File: src/hdl/pplbm_pkg.sv
// types and constants of the ping-pong log block manager
package pplbm_pkg;

    localparam int BLOCK_BYTES = 8192;
    localparam int BLOCK_COUNT = 2;
    localparam int BLK_IDX_W   = (BLOCK_COUNT > 1) ? $clog2(BLOCK_COUNT) : 1;
    localparam int LEN_W       = 14;
    localparam int SUM_W       = 15;

    localparam logic [63:0] WINDOW_US = 64'd1000000;

    // request codes
    localparam logic [1:0] ACT_APPEND  = 2'd0;
    localparam logic [1:0] ACT_ACQUIRE = 2'd1;
    localparam logic [1:0] ACT_RELEASE = 2'd2;

    typedef enum logic [1:0] {
        ST_FREE  = 2'd0,
        ST_READY = 2'd1,
        ST_HELD  = 2'd2,
        ST_FILL  = 2'd3
    } blk_status_t;

    typedef blk_status_t blk_status_arr_t [BLOCK_COUNT];
    typedef logic [LEN_W-1:0] blk_len_arr_t [BLOCK_COUNT];

    typedef struct packed {
        logic                 found;
        logic [BLK_IDX_W-1:0] idx;
    } claim_t;

    typedef struct packed {
        logic [1:0]  action;
        logic [13:0] line_len;
        logic [3:0]  frame_bytes;
        logic [63:0] now_us;
        logic        block_sel;
    } req_t;

    typedef struct packed {
        logic        ok;
        logic        blk_num;
        logic [13:0] offset_or_len;
        logic [13:0] frame_count;
        logic [31:0] drop_cnt;
        logic [14:0] peak_queue;
        logic [14:0] queue_bytes;
        logic [31:0] win_bytes;
        logic [63:0] received_total;
    } resp_t;

endpackage

File: src/hdl/ping_pong_log_block_manager.sv
// Log block manager for one bus: a ping-pong pair of fixed log blocks.
//
// Input channel s_valid/s_ready/s_data carries one request per transaction:
// append a line, acquire the lowest ready block, or release a block.
// Result channel m_valid/m_ready/m_data returns exactly one result per
// request: status, block index and write offset or block length, frame
// count, and the running counters (drops, high-water mark, pending bytes,
// one-second frame byte window, received lines).
//
// m_valid rises once the request has passed the input register and the result
// register: the request sits in the input register while the block-state
// update feeds the result register. One request per cycle is sustained while
// the receiver takes results; the free-block search covers every block in
// parallel inside that single update stage.
// When the receiver stalls, the result register holds and the input register
// keeps one more request, then s_ready drops until m_ready returns.
// Reset clears both valid flags, marks every block free with zero length and
// zero frames, and clears all counters and the window start.
module ping_pong_log_block_manager
    import pplbm_pkg::*;
(
    input  logic  aclk,
    input  logic  aresetn,
    input  logic  s_valid,
    output logic  s_ready,
    input  req_t  s_data,
    output logic  m_valid,
    input  logic  m_ready,
    output resp_t m_data
);

    // pipeline registers
    req_t  s_data_reg;
    logic  in_valid_reg;
    resp_t m_data_reg;
    resp_t m_data_next;
    logic  out_valid_reg;
    logic  adv;

    // block and counter state
    blk_len_arr_t    len_reg, len_next;
    blk_len_arr_t    frm_reg, frm_next;
    blk_status_arr_t st_reg, st_next;
    logic [BLK_IDX_W-1:0] fill_reg, fill_next;
    logic [31:0] drops_reg, drops_next;
    logic [SUM_W-1:0] peak_reg, peak_next;
    logic [63:0] rcv_reg, rcv_next;
    logic [31:0] wcnt_reg, wcnt_next;
    logic [63:0] wstart_reg, wstart_next;

    // scratch values of the update
    logic [BLK_IDX_W-1:0] fi;
    logic                 have;
    claim_t               cl;
    logic [SUM_W-1:0]     psum;

    // first free block at or after 'first', wrapping
    function automatic claim_t find_free(blk_status_arr_t st, logic [BLK_IDX_W-1:0] first);
        logic [BLK_IDX_W:0] c;
        claim_t r;
        r = '0;
        for (int k = 0; k < BLOCK_COUNT; k++) begin
            c = {1'b0, first} + (BLK_IDX_W+1)'(k);
            if (c >= (BLK_IDX_W+1)'(BLOCK_COUNT)) begin
                c = c - (BLK_IDX_W+1)'(BLOCK_COUNT);
            end
            if (!r.found && st[c[BLK_IDX_W-1:0]] == ST_FREE) begin
                r.found = 1'b1;
                r.idx   = c[BLK_IDX_W-1:0];
            end
        end
        return r;
    endfunction

    // next block index, wrapping
    function automatic logic [BLK_IDX_W-1:0] wrap_inc(logic [BLK_IDX_W-1:0] i);
        logic [BLK_IDX_W:0] c;
        c = {1'b0, i} + (BLK_IDX_W+1)'(1);
        if (c >= (BLK_IDX_W+1)'(BLOCK_COUNT)) begin
            c = c - (BLK_IDX_W+1)'(BLOCK_COUNT);
        end
        return c[BLK_IDX_W-1:0];
    endfunction

    // total bytes held in all blocks
    function automatic logic [SUM_W-1:0] sum_len(blk_len_arr_t ln);
        logic [SUM_W-1:0] s;
        s = '0;
        for (int k = 0; k < BLOCK_COUNT; k++) begin
            s = s + SUM_W'(ln[k]);
        end
        return s;
    endfunction

    // handshake
    assign adv     = in_valid_reg && (!out_valid_reg || m_ready);
    assign s_ready = !in_valid_reg || adv;
    assign m_valid = out_valid_reg;
    assign m_data  = m_data_reg;

    // one request against the block state
    always_comb begin
        len_next    = len_reg;
        frm_next    = frm_reg;
        st_next     = st_reg;
        fill_next   = fill_reg;
        drops_next  = drops_reg;
        peak_next   = peak_reg;
        rcv_next    = rcv_reg;
        wcnt_next   = wcnt_reg;
        wstart_next = wstart_reg;
        fi          = fill_reg;
        have        = 1'b0;
        cl          = '0;
        psum        = '0;
        m_data_next = '0;

        if (adv) begin
            case (s_data_reg.action)
                ACT_APPEND: begin
                    if (s_data_reg.line_len != '0 &&
                        s_data_reg.line_len <= LEN_W'(BLOCK_BYTES)) begin
                        rcv_next = rcv_reg + 64'd1;
                        // one-second window of frame payload bytes
                        if (wstart_reg == '0 ||
                            (s_data_reg.now_us - wstart_reg) >= WINDOW_US) begin
                            wstart_next = s_data_reg.now_us;
                            wcnt_next   = '0;
                        end
                        wcnt_next = wcnt_next + 32'(s_data_reg.frame_bytes);

                        // find the block being filled or claim a free one
                        have = 1'b1;
                        if (st_next[fi] != ST_FILL) begin
                            cl   = find_free(st_next, fi);
                            have = cl.found;
                            if (cl.found) begin
                                fi           = cl.idx;
                                len_next[fi] = '0;
                                frm_next[fi] = '0;
                                st_next[fi]  = ST_FILL;
                            end
                        end

                        // line does not fit: close block and roll over
                        if (have && ({1'b0, len_next[fi]} + {1'b0, s_data_reg.line_len})
                                    > SUM_W'(BLOCK_BYTES)) begin
                            if (len_next[fi] != '0) begin
                                st_next[fi] = ST_READY;
                            end
                            cl   = find_free(st_next, wrap_inc(fi));
                            have = cl.found;
                            if (cl.found) begin
                                fi           = cl.idx;
                                len_next[fi] = '0;
                                frm_next[fi] = '0;
                                st_next[fi]  = ST_FILL;
                            end
                        end
                        fill_next = fi;

                        if (!have) begin
                            drops_next = drops_reg + 32'd1;
                        end else begin
                            m_data_next.ok            = 1'b1;
                            m_data_next.blk_num       = 1'(fi);
                            m_data_next.offset_or_len = len_next[fi];
                            len_next[fi] = len_next[fi] + s_data_reg.line_len;
                            frm_next[fi] = frm_next[fi] + LEN_W'(1);
                            if (len_next[fi] >= LEN_W'(BLOCK_BYTES)) begin
                                st_next[fi] = ST_READY;
                            end
                            psum = sum_len(len_next);
                            if (psum > peak_reg) begin
                                peak_next = psum;
                            end
                        end
                    end
                end
                ACT_ACQUIRE: begin
                    // lowest ready block goes to the reader
                    for (int k = 0; k < BLOCK_COUNT; k++) begin
                        if (!m_data_next.ok && st_reg[k] == ST_READY) begin
                            st_next[k]                = ST_HELD;
                            m_data_next.ok            = 1'b1;
                            m_data_next.blk_num       = 1'(k);
                            m_data_next.offset_or_len = len_reg[k];
                            m_data_next.frame_count   = frm_reg[k];
                        end
                    end
                end
                ACT_RELEASE: begin
                    if (32'(s_data_reg.block_sel) < 32'(BLOCK_COUNT)) begin
                        st_next[BLK_IDX_W'(s_data_reg.block_sel)]  = ST_FREE;
                        len_next[BLK_IDX_W'(s_data_reg.block_sel)] = '0;
                        frm_next[BLK_IDX_W'(s_data_reg.block_sel)] = '0;
                        m_data_next.ok = 1'b1;
                    end
                end
                default: begin
                    m_data_next.ok = 1'b0;
                end
            endcase

            // counters after the update
            m_data_next.drop_cnt       = drops_next;
            m_data_next.peak_queue     = peak_next;
            m_data_next.queue_bytes    = sum_len(len_next);
            m_data_next.win_bytes      = wcnt_next;
            m_data_next.received_total = rcv_next;
        end
    end

    // payload registers
    always_ff @(posedge aclk) begin
        if (s_valid && s_ready) begin
            s_data_reg <= s_data;
        end
        if (adv) begin
            m_data_reg <= m_data_next;
        end
    end

    // control and block state
    always_ff @(posedge aclk) begin
        if (!aresetn) begin
            in_valid_reg  <= 1'b0;
            out_valid_reg <= 1'b0;
            for (int k = 0; k < BLOCK_COUNT; k++) begin
                len_reg[k] <= '0;
                frm_reg[k] <= '0;
                st_reg[k]  <= ST_FREE;
            end
            fill_reg   <= '0;
            drops_reg  <= '0;
            peak_reg   <= '0;
            rcv_reg    <= '0;
            wcnt_reg   <= '0;
            wstart_reg <= '0;
        end else begin
            if (s_ready) begin
                in_valid_reg <= s_valid;
            end
            if (adv) begin
                out_valid_reg <= 1'b1;
            end else if (m_ready) begin
                out_valid_reg <= 1'b0;
            end
            len_reg    <= len_next;
            frm_reg    <= frm_next;
            st_reg     <= st_next;
            fill_reg   <= fill_next;
            drops_reg  <= drops_next;
            peak_reg   <= peak_next;
            rcv_reg    <= rcv_next;
            wcnt_reg   <= wcnt_next;
            wstart_reg <= wstart_next;
        end
    end

endmodule

File: config.mk
export PLATFORM = sky130hd
export DESIGN_NAME = ping_pong_log_block_manager
export DESIGN_NICKNAME = d
export VERILOG_FILES = /design/src/hdl/pplbm_pkg.sv /design/src/hdl/ping_pong_log_block_manager.sv
export SDC_FILE = /design/constraint.sdc
export NUM_CORES = 1
export LEC_CHECK = 0
export BUFFER_PORTS_ARGS = -buffer_cell sky130_fd_sc_hd__buf_2
export CAP_MARGIN = 10
export CORE_MARGIN = 4
export CORE_UTILIZATION = 25
export CTS_BUF_LIST = sky130_fd_sc_hd__clkbuf_2 sky130_fd_sc_hd__clkbuf_4 sky130_fd_sc_hd__clkbuf_8
export DETAILED_ROUTE_END_ITERATION = 12
export PLACE_DENSITY = 0.47
export SKIP_LAST_GASP = 1
export SYNTH_ARGS = -nofsm -noshare
export SYNTH_HDL_FRONTEND = slang
export SYNTH_SLANG_ARGS = --single-unit
File: constraint.sdc
create_clock -name aclk -period 12.7 [get_ports aclk]
set_clock_uncertainty 0.15 [all_clocks]
set_input_delay 1.905 -clock aclk [delete_from_list [all_inputs] [get_ports aclk]]
set_output_delay 1.905 -clock aclk [all_outputs]
set_load 0.05 [all_outputs]
==> flow_summary.json <==
{
  "yosysSeqAreaShare_pct": 41.2,
  "clock_latency_ns": 0.83,
  "critPathLaunchType": "flop",
  "cp_slowest_cell": "and2_1",
  "cts_setup_buffers": 0,
  "ff2ff_path_depth": 40,
  "synth.largest_area_cell": "edfxtp_1",
  "avgViaCountPerCell": 4.93,
  "core_area_um2": 131000,
  "worstHoldEndpoint": "wcnt_reg[0]",
  "drive_gt1_share_pct": 15.2,
  "syn_nets": 3911,
  "cts_tree": "yes",
  "num_rows": 133,
  "grt_max_degree": 137,
  "root_buffer": "clkbuf_8",
  "cts.sinks": 543,
  "antenna_found_initial": 9,
  "ir_worst_vdd_mv": 0.0837,
  "grt_pass1_wl_um": 166000,
  "ys_ff_latch": 543,
  "finalWirelength_um": 110000,
  "stdcell_area_um2": 38400,
  "cts-resized-gates": 0,
  "synth_top_area_share_pct": 24.9,
  "dpl-instance-area_um2": 36000,
  "dieArea_um2": 138000,
  "io_buffers": 278,
  "hpwl_um": 81100,
  "drt_pre_antenna_iters": 6,
  "yosysWarningCount": 0,
  "routabilityCongestion": 0.914,
  "ant_nets": 0,
  "die_h_um": 371,
  "grt-ovfl-total": 0,
  "worstSetupPathType": "flop to flop",
  "track_usage_pct": 15.5,
  "initial_core_util_pct": 25.1,
  "largest_reg_flops": 188,
  "routed-via-count": 28300,
  "synth_commonest_cells": "nand2_1, nor2_1, edfxtp_1",
  "clk_pin_slew_ns": 0.06,
  "drc_errors": 0,
  "fillers": 13900,
  "cts_buffers": 103,
  "r2r_end": "peak_reg[10]",
  "arrival_ns": 12.13,
  "worstPathMaxFanout": 22,
  "synth.distinct_cells": 108,
  "wl_per_cell_um": 19.2,
  "r2r_slack_ns": 1.07,
  "finish.net_count": 4128,
  "crit_path_frequent_cell": "a21oi_1",
  "min_period_over_period_pct": 91.6,
  "synth.most_common_cell": "nand2_1",
  "synth_edf_count": 273,
  "cap_violations": 0,
  "powerDensity_nw_per_um2": 123,
  "power_leakage_nw": 14.6,
  "max_slew_margin_pct": 33.4,
  "ys.flop_type": "edfxtp_1",
  "dp_slack_ns": 1.21,
  "cp-end-kind": "flop",
  "cp_data_required_time_ns": 13.20,
  "critPathMaxStageDelay_ns": 0.74,
  "async_flop_share_pct": 0,
  "setup-violations-final": 0,
  "grt_pass1_vias": 26900,
  "area_growth_pct": 16.3,
  "maxSlewViolCount": 0,
  "htree_levels": 3,
  "fmax_ghz": 0.0860,
  "r2r_start": "st_reg[2]",
  "synth_area_per_cell_um2": 8.99,
  "hold_path_class": "flop to flop",
  "synth_cells": 3668,
  "hold_depth": 2,
  "hold_start": "wcnt_reg[0]",
  "ctsHoldBuffers": 0,
  "hold_violations": 0,
  "first_iter_violations": 2422,
  "setup_ws_ns": 1.07,
  "synthTopCellsByArea": "edfxtp_1, dfxtp_1, ha_1",
  "cts_buffer_depth": 3,
  "status": "completed",
  "rsz0062_at_grt": "false",
  "worstMarginPinSlew_ns": 0.996,
  "fp.dieW_um": 371,
  "netlist_area_um2": 33000,
  "num_io_pins": 279,
  "period_needed_ns": 11.63,
  "fin_setup_tns_ns": 0
}
==> how the worst max path moves through the flow <==
stage / to / depth (start not counted) / startpoint / slack [ns]
after global placement: peak_reg[3] / 40 / st_reg[2] / 1.32
final: peak_reg[10] / 40 / st_reg[2] / 1.07
after global routing: peak_reg[5] / 40 / st_reg[2] / 0.14
after detailed placement: peak_reg[1] / 40 / st_reg[2] / 1.21
after floorplan: peak_reg[2] / 46 / st_reg[2] / 2.42
after CTS: peak_reg[6] / 40 / st_reg[2] / 1.16
==> layout by cell type (no fill, tap or decap), types with 13 or more instances in the layout <==
cell	n
a21oi_1	244
a222oi_1	14
clkinv_2	19
a21o_1	66
nor2b_1	29
nand4_1	73
buf_2	277
xor2_1	113
mux2i_1	85
dfxtp_1	270
edfxtp_1	273
or2_2	17
xnor2_1	132
nor3_1	84
clkbuf_8	119
o211ai_1	25
mux2_2	24
o31ai_1	16
nor4_1	37
nor2_1	311
o21ai_0	158
and2_1	33
ha_1	148
and3_1	44
buf_4	29
a22oi_1	19
inv_1	150
a211oi_1	36
a2111o_1	14
clkbuf_4	36
o21a_1	31
or3_1	64
a31o_2	13
nand2_1	465
nand3_1	133
a22o_1	66
or4_1	13
o21bai_1	25
==> through the flow <==
stage                     instances  power, W  util (%)  hold slack, ns
after floorplan                3668   0.00257         -           0.295
after global placement         5535   0.00283      27.4           0.304
after detailed placement       5535   0.00282      27.4           0.316
after CTS                      5730   0.00481      29.2           0.326
after global routing           5734   0.00497      29.2           0.342
final                          5737   0.00472      29.2           0.321
==> worst max-delay path: cells and delay by family (launching register included) <==
| family | cells | cell delay (ns) |
|---|---|---|
| AO/OA/AOI/OAI | 19 | 4.59 |
| AND/OR/NAND/NOR | 12 | 3.91 |
| adder cells (fa/ha/maj) | 4 | 1.31 |
| flip-flops | 1 | 0.46 |
| multiplexers | 1 | 0.36 |
| XOR/XNOR | 2 | 0.35 |
| buffers and inverters | 2 | 0.29 |
==> final cells by class <==
class                   instances  area [µm²]  area share [%]
clock buffers                 155        1910            4.97
well taps                    1755        2200            5.73
inverters                     152         583            1.52
diodes                          7        17.5          0.0457
clock inverters                40         414            1.08
repair buffers                308        1640            4.26
multi-input cells            2777       18000            46.9
flip-flops and latches        543       13600            35.5
==> kinds of logic (layout without fill, tap and decap cells) <==
logic type	count (synthesis)	after routing	share of synthesized area [%]
fa+ha+maj	155	155	6.01
compound gates	886	886	18.3
mux	110	110	3.44
simple gates	1381	1381	20.2
other cells	0	7	0
buf+inv	348	655	4.32
flops	543	543	41.2
xor+xnor	245	245	6.51
==> power by group <==
group	internal (W)	switching, W
clock network	0.00108	0.000844
registers	0.00190	0.0000419
logic	0.000258	0.000589
==> per-layer routing <==
metal | track usage (%) | up-vias | routed length [µm] | part of all wire (%)
li1 | - | 13800 | - | -
met5 | 0 | - | 27 | 0.025
met3 | 2.74 | 193 | 6310 | 5.7
met4 | 4.92 | 4 | 2930 | 2.7
met2 | 23.4 | 795 | 47200 | 43
met1 | 22.3 | 13400 | 53400 | 49
No activity file was read; power rests on OpenSTA's default activity.
